**config.mk**
```make
export PLATFORM = sky130hd
export DESIGN_NAME = sparse_matrix_store
export DESIGN_NICKNAME = d
export VERILOG_FILES = /design/src/sms_pkg.sv /design/src/sms_ram.sv /design/src/sms_engine.sv /design/src/sparse_matrix_store.sv
export SDC_FILE = /design/constraint.sdc
export NUM_CORES = 2
export LEC_CHECK = 0
export BUFFER_PORTS_ARGS = -buffer_cell sky130_fd_sc_hd__buf_2
export CAP_MARGIN = 20
export CORE_ASPECT_RATIO = 0.5
export CORE_MARGIN = 3
export CORE_UTILIZATION = 50
export DETAILED_ROUTE_END_ITERATION = 12
export PLACE_DENSITY = 0.7
export SYNTH_ARGS = -nofsm -noshare
export SYNTH_HDL_FRONTEND = slang
export SYNTH_SLANG_ARGS = --single-unit
```
**constraint.sdc**
```tcl
create_clock -name clk_i -period 19.2 [get_ports clk_i]
set_input_delay 0.96 -clock clk_i [delete_from_list [all_inputs] [get_ports clk_i]]
set_output_delay 0.96 -clock clk_i [all_outputs]
set_load 0.02 [all_outputs]
```
**src/sms_pkg.sv**
```systemverilog
// ----------------------------------------------------------------------------
// sms_pkg: shared types and constants for the sparse matrix store
// Field widths, request/result structs, status and register codes.
// ----------------------------------------------------------------------------
package sms_pkg;

  localparam int DEF_CAPACITY  = 64;
  localparam int MAX_DIMENSION = 256;
  localparam int VALUE_WIDTH   = 32;

  localparam int IDX_W = $clog2(MAX_DIMENSION);
  localparam int DIM_W = IDX_W + 1;
  localparam int VAL_W = VALUE_WIDTH;

  // configuration register indexes
  localparam int CFG_IDX_W = 2;
  localparam logic [CFG_IDX_W-1:0] CFG_ROWS    = 2'd0;
  localparam logic [CFG_IDX_W-1:0] CFG_COLUMNS = 2'd1;
  localparam logic [CFG_IDX_W-1:0] CFG_DEFAULT = 2'd2;

  // result status codes
  localparam logic [1:0] ST_OK    = 2'd0;
  localparam logic [1:0] ST_RANGE = 2'd1;
  localparam logic [1:0] ST_FULL  = 2'd2;

  localparam logic CMD_READ  = 1'b0;
  localparam logic CMD_WRITE = 1'b1;

  typedef struct packed {
    logic                    cmd;
    logic [IDX_W-1:0]        row_index;
    logic [IDX_W-1:0]        column_index;
    logic signed [VAL_W-1:0] write_value;
  } sms_in_t;

  typedef struct packed {
    logic signed [VAL_W-1:0] read_value;
    logic [1:0]              status;
    logic                    entry_found;
  } sms_out_t;

  typedef struct packed {
    logic [DIM_W-1:0]        rows_in_use;
    logic [DIM_W-1:0]        columns_in_use;
    logic signed [VAL_W-1:0] default_value;
  } sms_cfg_t;

  // one stored coordinate entry
  typedef struct packed {
    logic [IDX_W-1:0]        row;
    logic [IDX_W-1:0]        column;
    logic signed [VAL_W-1:0] value;
  } sms_entry_t;

endpackage

```
**src/sms_ram.sv**
```systemverilog
// ----------------------------------------------------------------------------
// sms_ram: generic simple dual-port RAM
// One write port, one read port, read data registered.
// ----------------------------------------------------------------------------
module sms_ram #(
  parameter int WIDTH = 8,
  parameter int DEPTH = 16,
  parameter int AW    = (DEPTH > 1) ? $clog2(DEPTH) : 1
) (
  input  logic             clk_i,
  input  logic             we_i,
  input  logic [AW-1:0]    waddr_i,
  input  logic [WIDTH-1:0] wdata_i,
  input  logic             re_i,
  input  logic [AW-1:0]    raddr_i,
  output logic [WIDTH-1:0] rdata_o
);

  logic [WIDTH-1:0] mem_q [DEPTH];
  logic [WIDTH-1:0] rdata_q;

  always_ff @(posedge clk_i) begin
    if (we_i) begin
      mem_q[waddr_i] <= wdata_i;
    end
    if (re_i) begin
      rdata_q <= mem_q[raddr_i];
    end
  end

  assign rdata_o = rdata_q;

endmodule

```
**src/sms_engine.sv**
```systemverilog
// ----------------------------------------------------------------------------
// sms_engine: scan and update engine
// Range check, linear scan of the entry RAM, then one read-modify-write.
// ----------------------------------------------------------------------------
module sms_engine import sms_pkg::*; #(
  parameter int CAPACITY = DEF_CAPACITY
) (
  input  logic     clk_i,
  input  logic     rst_ni,
  input  sms_cfg_t cfg_i,
  input  logic     in_valid_i,
  output logic     in_ready_o,
  input  sms_in_t  in_data_i,
  output logic     res_valid_o,
  input  logic     res_ready_i,
  output sms_out_t res_o
);

  localparam int AW    = (CAPACITY > 1) ? $clog2(CAPACITY) : 1;
  localparam int CNT_W = $clog2(CAPACITY + 1);
  localparam int EW    = $bits(sms_entry_t);

  localparam logic [1:0] S_IDLE = 2'd0;
  localparam logic [1:0] S_SCAN = 2'd1;
  localparam logic [1:0] S_DONE = 2'd2;

  logic [1:0]          state_q, state_d;
  sms_in_t             req_q, req_d;
  sms_out_t            res_q, res_d;
  logic [CNT_W-1:0]    issue_q, issue_d;
  logic                pend_q, pend_d;
  logic [AW-1:0]       pidx_q, pidx_d;
  logic                free_ok_q, free_ok_d;
  logic [AW-1:0]       free_idx_q, free_idx_d;
  logic [CAPACITY-1:0] valid_q, valid_d;

  logic             ram_re, ram_we;
  logic [AW-1:0]    ram_raddr, ram_waddr;
  logic [EW-1:0]    ram_rdata_raw;
  sms_entry_t       ram_rdata, ram_wdata;

  logic             out_of_range;
  logic             hit, last, slot_free, avail;
  logic [AW-1:0]    ins_idx;

  assign ram_rdata    = sms_entry_t'(ram_rdata_raw);
  assign out_of_range = ({1'b0, in_data_i.row_index} >= cfg_i.rows_in_use) ||
                        ({1'b0, in_data_i.column_index} >= cfg_i.columns_in_use);

  // compare stage of the scan
  assign slot_free = !valid_q[pidx_q];
  assign hit       = pend_q && valid_q[pidx_q] &&
                     (ram_rdata.row == req_q.row_index) &&
                     (ram_rdata.column == req_q.column_index);
  assign last      = pend_q && (pidx_q == AW'(CAPACITY - 1));
  assign avail     = free_ok_q || slot_free;
  assign ins_idx   = free_ok_q ? free_idx_q : pidx_q;

  always_comb begin
    state_d    = state_q;
    req_d      = req_q;
    res_d      = res_q;
    issue_d    = issue_q;
    pend_d     = 1'b0;
    pidx_d     = pidx_q;
    free_ok_d  = free_ok_q;
    free_idx_d = free_idx_q;
    valid_d    = valid_q;
    ram_re     = 1'b0;
    ram_raddr  = issue_q[AW-1:0];
    ram_we     = 1'b0;
    ram_waddr  = pidx_q;
    ram_wdata  = '{row: req_q.row_index, column: req_q.column_index,
                   value: req_q.write_value};

    case (state_q)
      S_IDLE: begin
        if (in_valid_i) begin
          req_d = in_data_i;
          if (out_of_range) begin
            res_d.read_value  = (in_data_i.cmd == CMD_WRITE) ? '0 : cfg_i.default_value;
            res_d.status      = ST_RANGE;
            res_d.entry_found = 1'b0;
            state_d           = S_DONE;
          end else begin
            issue_d   = '0;
            free_ok_d = 1'b0;
            state_d   = S_SCAN;
          end
        end
      end
      S_SCAN: begin
        if (issue_q < CNT_W'(CAPACITY)) begin
          ram_re  = 1'b1;
          pend_d  = 1'b1;
          pidx_d  = issue_q[AW-1:0];
          issue_d = issue_q + CNT_W'(1);
        end
        if (pend_q && slot_free && !free_ok_q) begin
          free_ok_d  = 1'b1;
          free_idx_d = pidx_q;
        end
        if (hit || last) begin
          state_d           = S_DONE;
          pend_d            = 1'b0;
          res_d.read_value  = '0;
          res_d.status      = ST_OK;
          res_d.entry_found = hit;
          if (req_q.cmd == CMD_READ) begin
            res_d.read_value = hit ? ram_rdata.value : cfg_i.default_value;
          end else if (hit) begin
            // writing the default removes the entry
            if (req_q.write_value == cfg_i.default_value) begin
              valid_d[pidx_q] = 1'b0;
            end else begin
              ram_we = 1'b1;
            end
          end else if (req_q.write_value != cfg_i.default_value) begin
            if (avail) begin
              valid_d[ins_idx] = 1'b1;
              ram_we           = 1'b1;
              ram_waddr        = ins_idx;
            end else begin
              res_d.status = ST_FULL;
            end
          end
        end
      end
      S_DONE: begin
        if (res_ready_i) begin
          state_d = S_IDLE;
        end
      end
      default: begin
        state_d = S_IDLE;
      end
    endcase
  end

  always_ff @(posedge clk_i or negedge rst_ni) begin
    if (!rst_ni) begin
      state_q   <= S_IDLE;
      pend_q    <= 1'b0;
      free_ok_q <= 1'b0;
      issue_q   <= '0;
      valid_q   <= '0;
    end else begin
      state_q   <= state_d;
      pend_q    <= pend_d;
      free_ok_q <= free_ok_d;
      issue_q   <= issue_d;
      valid_q   <= valid_d;
    end
  end

  always_ff @(posedge clk_i) begin
    req_q      <= req_d;
    res_q      <= res_d;
    pidx_q     <= pidx_d;
    free_idx_q <= free_idx_d;
  end

  sms_ram #(
    .WIDTH (EW),
    .DEPTH (CAPACITY),
    .AW    (AW)
  ) u_entry_ram (
    .clk_i   (clk_i),
    .we_i    (ram_we),
    .waddr_i (ram_waddr),
    .wdata_i (ram_wdata),
    .re_i    (ram_re),
    .raddr_i (ram_raddr),
    .rdata_o (ram_rdata_raw)
  );

  assign in_ready_o  = (state_q == S_IDLE);
  assign res_valid_o = (state_q == S_DONE);
  assign res_o       = res_q;

endmodule

```
**src/sparse_matrix_store.sv**
```systemverilog
// ----------------------------------------------------------------------------
// sparse_matrix_store: bounded coordinate store for a sparse matrix
// Holds up to CAPACITY (row, column, value) entries over a default value.
// ----------------------------------------------------------------------------
// Usage:
//   Request channel (in_valid_i/in_ready_o, in_data_i) carries a read or write
//   of one cell; each request gives exactly one result on the result channel
//   (out_valid_o/out_ready_i, out_data_o), in order.
//   Config channel (cfg_valid_i/cfg_ready_o) writes rows_in_use, columns_in_use
//   and default_value by index; write it only while no request is in flight.
//   An out-of-range request goes straight to the engine's done state and then
//   to the output register. An in-range request scans the entry RAM one slot
//   per cycle (one RAM read port), up to the matching slot on a hit and over
//   all CAPACITY slots on a miss.
//   One request is processed at a time; in_ready_o rises the cycle after the
//   engine hands its result to the output register, so a new request is not
//   taken until the scan of the previous one has finished.
//   Reset clears all entry valid bits at once (no clearing pass) and loads
//   rows/columns 256 and default 0.
//   While the receiver stalls, the output register holds its result; the
//   engine finishes one more request and then waits.
// ----------------------------------------------------------------------------
module sparse_matrix_store import sms_pkg::*; #(
  parameter int CAPACITY = DEF_CAPACITY
) (
  input  logic                 clk_i,
  input  logic                 rst_ni,
  input  logic                 in_valid_i,
  output logic                 in_ready_o,
  input  sms_in_t              in_data_i,
  output logic                 out_valid_o,
  input  logic                 out_ready_i,
  output sms_out_t             out_data_o,
  input  logic                 cfg_valid_i,
  output logic                 cfg_ready_o,
  input  logic [CFG_IDX_W-1:0] cfg_index_i,
  input  logic [VAL_W-1:0]     cfg_data_i
);

  sms_cfg_t cfg_q, cfg_d;
  logic     out_valid_q, out_valid_d;
  sms_out_t out_data_q;
  logic     res_valid, res_ready;
  sms_out_t res;

  assign cfg_ready_o = 1'b1;

  always_comb begin
    cfg_d = cfg_q;
    if (cfg_valid_i) begin
      case (cfg_index_i)
        CFG_ROWS:    cfg_d.rows_in_use    = cfg_data_i[DIM_W-1:0];
        CFG_COLUMNS: cfg_d.columns_in_use = cfg_data_i[DIM_W-1:0];
        CFG_DEFAULT: cfg_d.default_value  = cfg_data_i;
        default:     cfg_d = cfg_q;
      endcase
    end
  end

  // output register, refilled when empty or being drained
  assign res_ready   = !out_valid_q || out_ready_i;
  assign out_valid_d = res_valid || (out_valid_q && !out_ready_i);

  always_ff @(posedge clk_i or negedge rst_ni) begin
    if (!rst_ni) begin
      cfg_q.rows_in_use    <= DIM_W'(MAX_DIMENSION);
      cfg_q.columns_in_use <= DIM_W'(MAX_DIMENSION);
      cfg_q.default_value  <= '0;
      out_valid_q          <= 1'b0;
    end else begin
      cfg_q       <= cfg_d;
      out_valid_q <= out_valid_d;
    end
  end

  always_ff @(posedge clk_i) begin
    if (res_valid && res_ready) begin
      out_data_q <= res;
    end
  end

  sms_engine #(
    .CAPACITY (CAPACITY)
  ) u_engine (
    .clk_i       (clk_i),
    .rst_ni      (rst_ni),
    .cfg_i       (cfg_q),
    .in_valid_i  (in_valid_i),
    .in_ready_o  (in_ready_o),
    .in_data_i   (in_data_i),
    .res_valid_o (res_valid),
    .res_ready_i (res_ready),
    .res_o       (res)
  );

  assign out_valid_o = out_valid_q;
  assign out_data_o  = out_data_q;

endmodule
```
# [Word-level counts from Yosys, hierarchy flattened]
# Memory sizes are Yosys's and may differ from the RTL's. A register that Yosys moved wholly into a read port is not among the register bits.
# Index checks and enable logic that the tools add are counted.
[classes] n_addsub=1 magnitude_cmp=7 n_eq_ne=17 mux=54 bitwise_logic=3 n_reduce_logical=35
[op_table] cell="$mux 64" count=4
[op_table] cell="$mux 35" count=3
[op_table] cell="$mux 32" count=3
[op_table] cell="$pmux 35 s2" count=1
[op_table] cell="$and 64x64->64" count=1
[op_table] cell="$not 64->64" count=1
[op_table] cell="$or 64x64->64" count=1
[op_table] cell="$mux 6" count=7
[op_table] cell="$eq 32x32->1" count=1
[op_table] cell="$ne 32x32->1" count=1
[op_table] cell="$mux 7" count=3
[op_table] cell="$mux 1" count=19
[op_table] cell="$ge 8x9->1" count=2
[op_table] cell="$eq 8x8->1" count=2
[op_table] cell="$mux 2" count=8
[op_table] cell="$lt 6x7->1 const B" count=2
[op_table] cell="$pmux 7 s2" count=1
[op_table] cell="$demux 1 s6" count=2
[op_table] cell="$ge 6x1->1 const B" count=2
[op_table] cell="$reduce_and 2->1" count=6
[op_table] cell="$reduce_and 4->1" count=3
[op_table] cell="$logic_and 1x1->1" count=10
[op_table] cell="$ne 2x1->1 const B" count=5
[op_table] cell="$add 7x1->7 const B" count=1
[op_table] cell="14 further kinds" count=28
[totals] regBits=257 ram_bits=3072 inputBits=88 out_inout_bits=38 word_cells=139 n_memories=1
[memory_table] memory="u_engine.u_entry_ram.mem_q" words=64 word_bits=48 read_ports=1 rd_ports_with_merged_regs=1 write_ports=1 line_no="sms_ram.sv:19" text="logic [WIDTH-1:0] mem_q [DEPTH];"

# [Longest topological paths before layout]
[logic_depth] word_depth=12 mapped_depth=14 mapped_depth_nobuf=10

# [Cells and area by module]
# Synthesis repeated with hierarchy kept, for this count alone.
[unflattened] cells_unflattened=5932 area_unflattened_um2=129564.3
[by_module_without_submodules] mod="sms_ram" instances=1 cells_each=4970 area_each_um2=117597.8 seq_area_each_um2=93689.9
[by_module_without_submodules] mod="sms_engine" instances=1 cells_each=814 area_each_um2=8846.0 seq_area_each_um2=4759.6
[by_module_without_submodules] mod="sparse_matrix_store" instances=1 cells_each=148 area_each_um2=3120.5 seq_area_each_um2=2329.7

# [Worst setup path before layout]
# No wires, ideal clock.
[synth_timing] path_kind="register -> register" from="reg u_engine.req_q, in the netlist u_engine.ram_wdata[43]" to="mem u_engine.u_entry_ram.mem_q[53][0] in the netlist's numbering (enable)" setup_time_ps=603 arrival_time_ps=7732 required_time_ps=18597 setup_slack_ps=10865 path_stages_with_launch=10 n_path_buf=2 period_less_slack_ps=8335 path_cell_list="edfxtp_1 -> xnor2_1 -> nand4_1 -> and4b_1 -> nand4_1 -> or2_1 -> buf_2 -> a21o_1 -> buf_6 -> a2111oi_1"
[synth_between] elab_chain_len=9 elab_cells_between_ends=14 cone_classes="1 x eq/ne; 10 x mux; 3 x reduce/logical"
[synth_lines] element="start, declared" line_no="sms_engine.sv:28" text="sms_in_t req_q, req_d;"
[synth_lines] element="start signal, assigned" line_no="sms_engine.sv:157" text="req_q <= req_d;"
[synth_lines] element="$eq 8x8->1 (*)" line_no="sms_engine.sv:53" text="(ram_rdata.row == req_q.row_index) &&"
[synth_lines] element="$logic_and 1x1->1 (*)" line_no="sms_engine.sv:52" text="assign hit = pend_q && valid_q[pidx_q] &&"
[synth_lines] element="$logic_and 1x1->1 (*)" line_no="sms_engine.sv:53"
[synth_lines] element="$mux 1" line_no="sms_engine.sv:111" text="end else if (hit) begin"
[synth_lines] element="$mux 1" line_no="sms_engine.sv:109" text="if (req_q.cmd == CMD_READ) begin"
[synth_lines] element="$mux 1" line_no="sms_engine.sv:103" text="if (hit || last) begin"
[synth_lines] element="$mux 1" line_no="sms_engine.sv:76" text="case (state_q)"
[synth_lines] element="$mux 1" line_no="sms_ram.sv:23" text="if (we_i) begin"
[synth_lines] element="$mux 1 (implied by the code)" line_no="sms_ram.sv:24" text="mem_q[waddr_i] <= wdata_i;"
[synth_lines] element="end, declared" line_no="sms_ram.sv:19"
# Every way passes the cells marked *; elsewhere a longest branch is shown, timed or not.

# [Final worst setup path]
[layout_timing] from="reg u_engine.issue_q[1]" to="reg u_engine.u_entry_ram.rdata_q[10] (netlist: u_engine.u_entry_ram.rdata_o[10]), read port of u_engine.u_entry_ram.mem_q, data pin"
[layout_between] elab_chain_len=3
[layout_lines] element="start, declared" line_no="sms_engine.sv:30" text="logic [CNT_W-1:0] issue_q, issue_d;"
[layout_lines] element="start signal, assigned" line_no="sms_engine.sv:151" text="issue_q <= issue_d;"
[layout_lines] element="$lt 7x7->1" line_no="sms_engine.sv:93" text="if (issue_q < CNT_W'(CAPACITY)) begin"
[layout_lines] element="$mux 1" line_no="sms_engine.sv:93"
[layout_lines] element="$mux 1" line_no="sms_engine.sv:76"
[layout_lines] element="end, declared" line_no="sms_ram.sv:20" text="logic [WIDTH-1:0] rdata_q;"
# Several ways; a longest one is shown, not always the timed one.
# A chain may end at the register's enable or synchronous reset.

==> impl_metrics.yaml <==
sta:
  final.period_utilization_pct: 34.0
  worstMarginPinSlew_ns: 1.26
  fmax_mhz: 153
  finalClockSkew_ns: 0.0709
  setup_tns_ns: 0
  setup_viol: 0
  drv_slew: 0
  relSlewSlack_pct: 16.3
  setup_slack_ns: 12.67
  rsz0062_at_grt: "false"
  period_needed_ns: 6.53
  hold_viol_final: 0
clock_tree:
  cts_root_buf: "clkbuf_16"
  cts_buffers: 300
  cts_hold_buf: 0
  tritoncts: "built"
  htree_levels: 5
  cts_setup_buffers: 0
  clkLatencyLatePin_ns: 0.87
  clk_pin_slew_ns: 0.07
  cts_sinks: 3377
  clock_path_buffers: 4
  ctsResizeCount: 0
place:
  pre_cts_slack_ns: 12.67
  dpl.cell_count: 8881
  place_congestion: 0.861
  dp_hpwl_um: 187000
  port_buffers: 124
synth:
  ys_warn_count: 0
  synth_seq_area_share_pct: 77.9
  syn_nets: 5454
  async_flop_share_pct: 3.73
  yosysUniqueCellTypes: 73
  synth_edf_count: 3251
  postSynthAreaPerCell_um2: 24.2
  yosys_register_bits: 3377
  synthCells: 5349
  ys.flop_type: "edfxtp_1"
  syn-cell-area_um2: 129000
cells_and_area:
  final_cells: 9420
  postLayoutCoreUtil_pct: 56.6
  syn_to_final_growth_pct: 12.1
  layout.nets: 5841
  drive_gt1_share_pct: 32.6
global_route:
  grt_overflow: 0
  antenna_found_initial: 14
  first_global_vias: 61900
  grt_pass1_wl_um: 491000
  track_usage_pct: 26.4
  grt_max_degree: 145
floorplanning:
  die_area_um2: 265000
  pin_count: 126
  die_h_um: 366
  die_x_um: 725
  start_util_pct: 50.5
  row_count: 131
  core_um2: 256000
detailed_routing:
  wl_um: 353000
  ant_nets: 0
  drtIter0Drc: 10300
  vias: 63800
  drc: 0
  drt_first_pass_iters: 6
  vias_per_cell: 6.77
  wire_per_inst_um: 37.5
power_and_ir_drop:
  power.total_uw: 19500
  peakVddDrop_v: 0.000121
  leakage_uw: 0.0448
  p_per_area_nw_per_um2: 134
min_path:
  hold_path.class: "input port to async pin"
worst_setup_path:
  start_kind: "flip-flop"
  r2r_setup_slack_ns: 12.67
  required_ns: 19.78
  arrival_ns: 7.11
  path_class: "flip-flop to flip-flop"
  cp-end-kind: "flip-flop"
  worstPathMaxFanout: 70
status:
  status: "complete, no violations"
job:
  drv_cap: 0
-- worst max-delay path: stages, from the launching register on --
cell	delay (ns)
dfrtp_4	1.06
buf_4	0.84
buf_4	0.92
buf_4	0.92
buf_4	0.88
mux4_2	0.41
mux4_2	0.55
mux4_2	0.47
-- stage by stage --
step	cell area [um^2]	hold WS, ns
after global routing	145000	0.0411
after global placement	135000	0.409
after CTS	145000	0.0275
final	145000	0.0395
after detailed placement	136000	0.406
after floorplan	129000	0.400
-- metal layers --
metal  GRT usage, %  vias up  share of wire (%)
met5              0        -             0.0076
met4           8.70        4                3.7
met3           8.02      712                 15
met2           39.1     4836                 45
met1           38.2    34300                 37
li1               -    24000                  -
-- logic make-up after synthesis --
logic type | after synthesis | synth area share, %
flops | 3377 | 77.9
mux | 1066 | 18.1
buf+inv | 316 | 0.993
compound gates | 266 | 1.43
simple gates | 258 | 1.13
xor+xnor | 48 | 0.325
fa+ha+maj | 17 | 0.164
other cells | 1 | 0.00290
-- registers in the layout, summed over array words and instances (netlist names), 7 cells and up --
name                          count
u_engine.valid_q                 64
out_data_o                       35
u_engine.ram_wdata               48
u_engine.issue_q                  7
u_engine.u_entry_ram.mem_q     3072
u_engine.res_o                   35
cfg_q                            50
u_engine.u_entry_ram.rdata_o     48
-- power by group --
part	switching [uW]	total (uW)	internal, uW
Combinational	2610	4910	2300
Clock	2610	5800	3180
Sequential	250	8780	8530
Total	5480	19500	14000
-- synth_stat cells, types with 3 or more instances --
master	count	area share, %
a221oi_1	8	0.054
edfxtp_1	3251	75
or3b_1	4	0.027
a22o_1	36	0.24
nor2_1	30	0.087
and2_1	8	0.039
nor4b_2	7	0.081
a31oi_1	53	0.26
o31ai_1	28	0.16
ha_1	17	0.16
o2bb2ai_1	7	0.047
buf_6	7	0.061
dfrtp_1	124	2.4
nor4_1	35	0.17
a2111oi_2	6	0.070
or2_2	3	0.015
nand2b_1	11	0.053
nand3b_1	11	0.064
mux2_2	49	0.43
nor3_1	32	0.12
nand2_1	58	0.17
o21a_1	3	0.017
mux2i_1	7	0.054
inv_1	25	0.073
nand3_1	18	0.070
nand4_1	15	0.073
a21oi_1	35	0.14
clkbuf_1	191	0.55
mux4_2	1010	18
xnor2_1	46	0.31
o22ai_1	5	0.024
buf_2	25	0.097
buf_4	4	0.023
a41oi_1	5	0.034
nor2b_1	6	0.029
o21ai_0	53	0.21
a21o_1	6	0.035
buf_1	63	0.18
-- placed cells by master, fill, tap and decap left out, types with 7 or more instances in the layout --
cell          n
nor4b_4       7
buf_2       123
inv_1        24
buf_16        9
nand4_1      15
o31ai_1      28
nand3_1      18
bufinv_16    14
o2bb2ai_1     7
a31oi_1      53
clkbuf_1     58
a21oi_1      33
nand2b_1     11
clkbuf_8      9
clkbuf_16   310
inv_6         7
a22o_1       36
xnor2_1      46
nand2_1      58
clkinv_1     59
dfrtp_1     118
and2_1        8
mux2i_1       7
a221oi_1      8
o21ai_0      52
nor3_1       16
ha_1         17
edfxtp_1   3251
nor3_2       17
nand3b_1     11
clkinv_2     56
nor2_1       29
mux4_2     1010
nor4_2       33
buf_4       233
mux2_2       49
-- final cells by class --
class | count | area, um^2
fillers | 17800 | 111000
diodes | 2 | 5.00
multi-input cells | 1656 | 27800
well taps | 3458 | 4330
clock buffers | 377 | 8100
repair buffers | 375 | 2780
flip-flops and latches | 3377 | 101000
inverters | 26 | 98.8
clock inverters | 149 | 1130
-- worst paths after layout --
check | to | cells past startpoint | from
min | cfg_q[13] | 1 | rst_ni
max reg2reg | u_engine.u_entry_ram.rdata_o[10] | 7 | u_engine.issue_q[1]
max in group asynchronous | u_engine.issue_q[2] | 3 | rst_ni
min reg2reg | out_data_o[21] | 0 | u_engine.res_o[21]
min in group clk_i | u_engine.ram_wdata[15] | 1 | in_data_i[15]
max | u_engine.u_entry_ram.rdata_o[10] | 7 | u_engine.issue_q[1]
No activity file was read; power rests on OpenSTA's default activity.
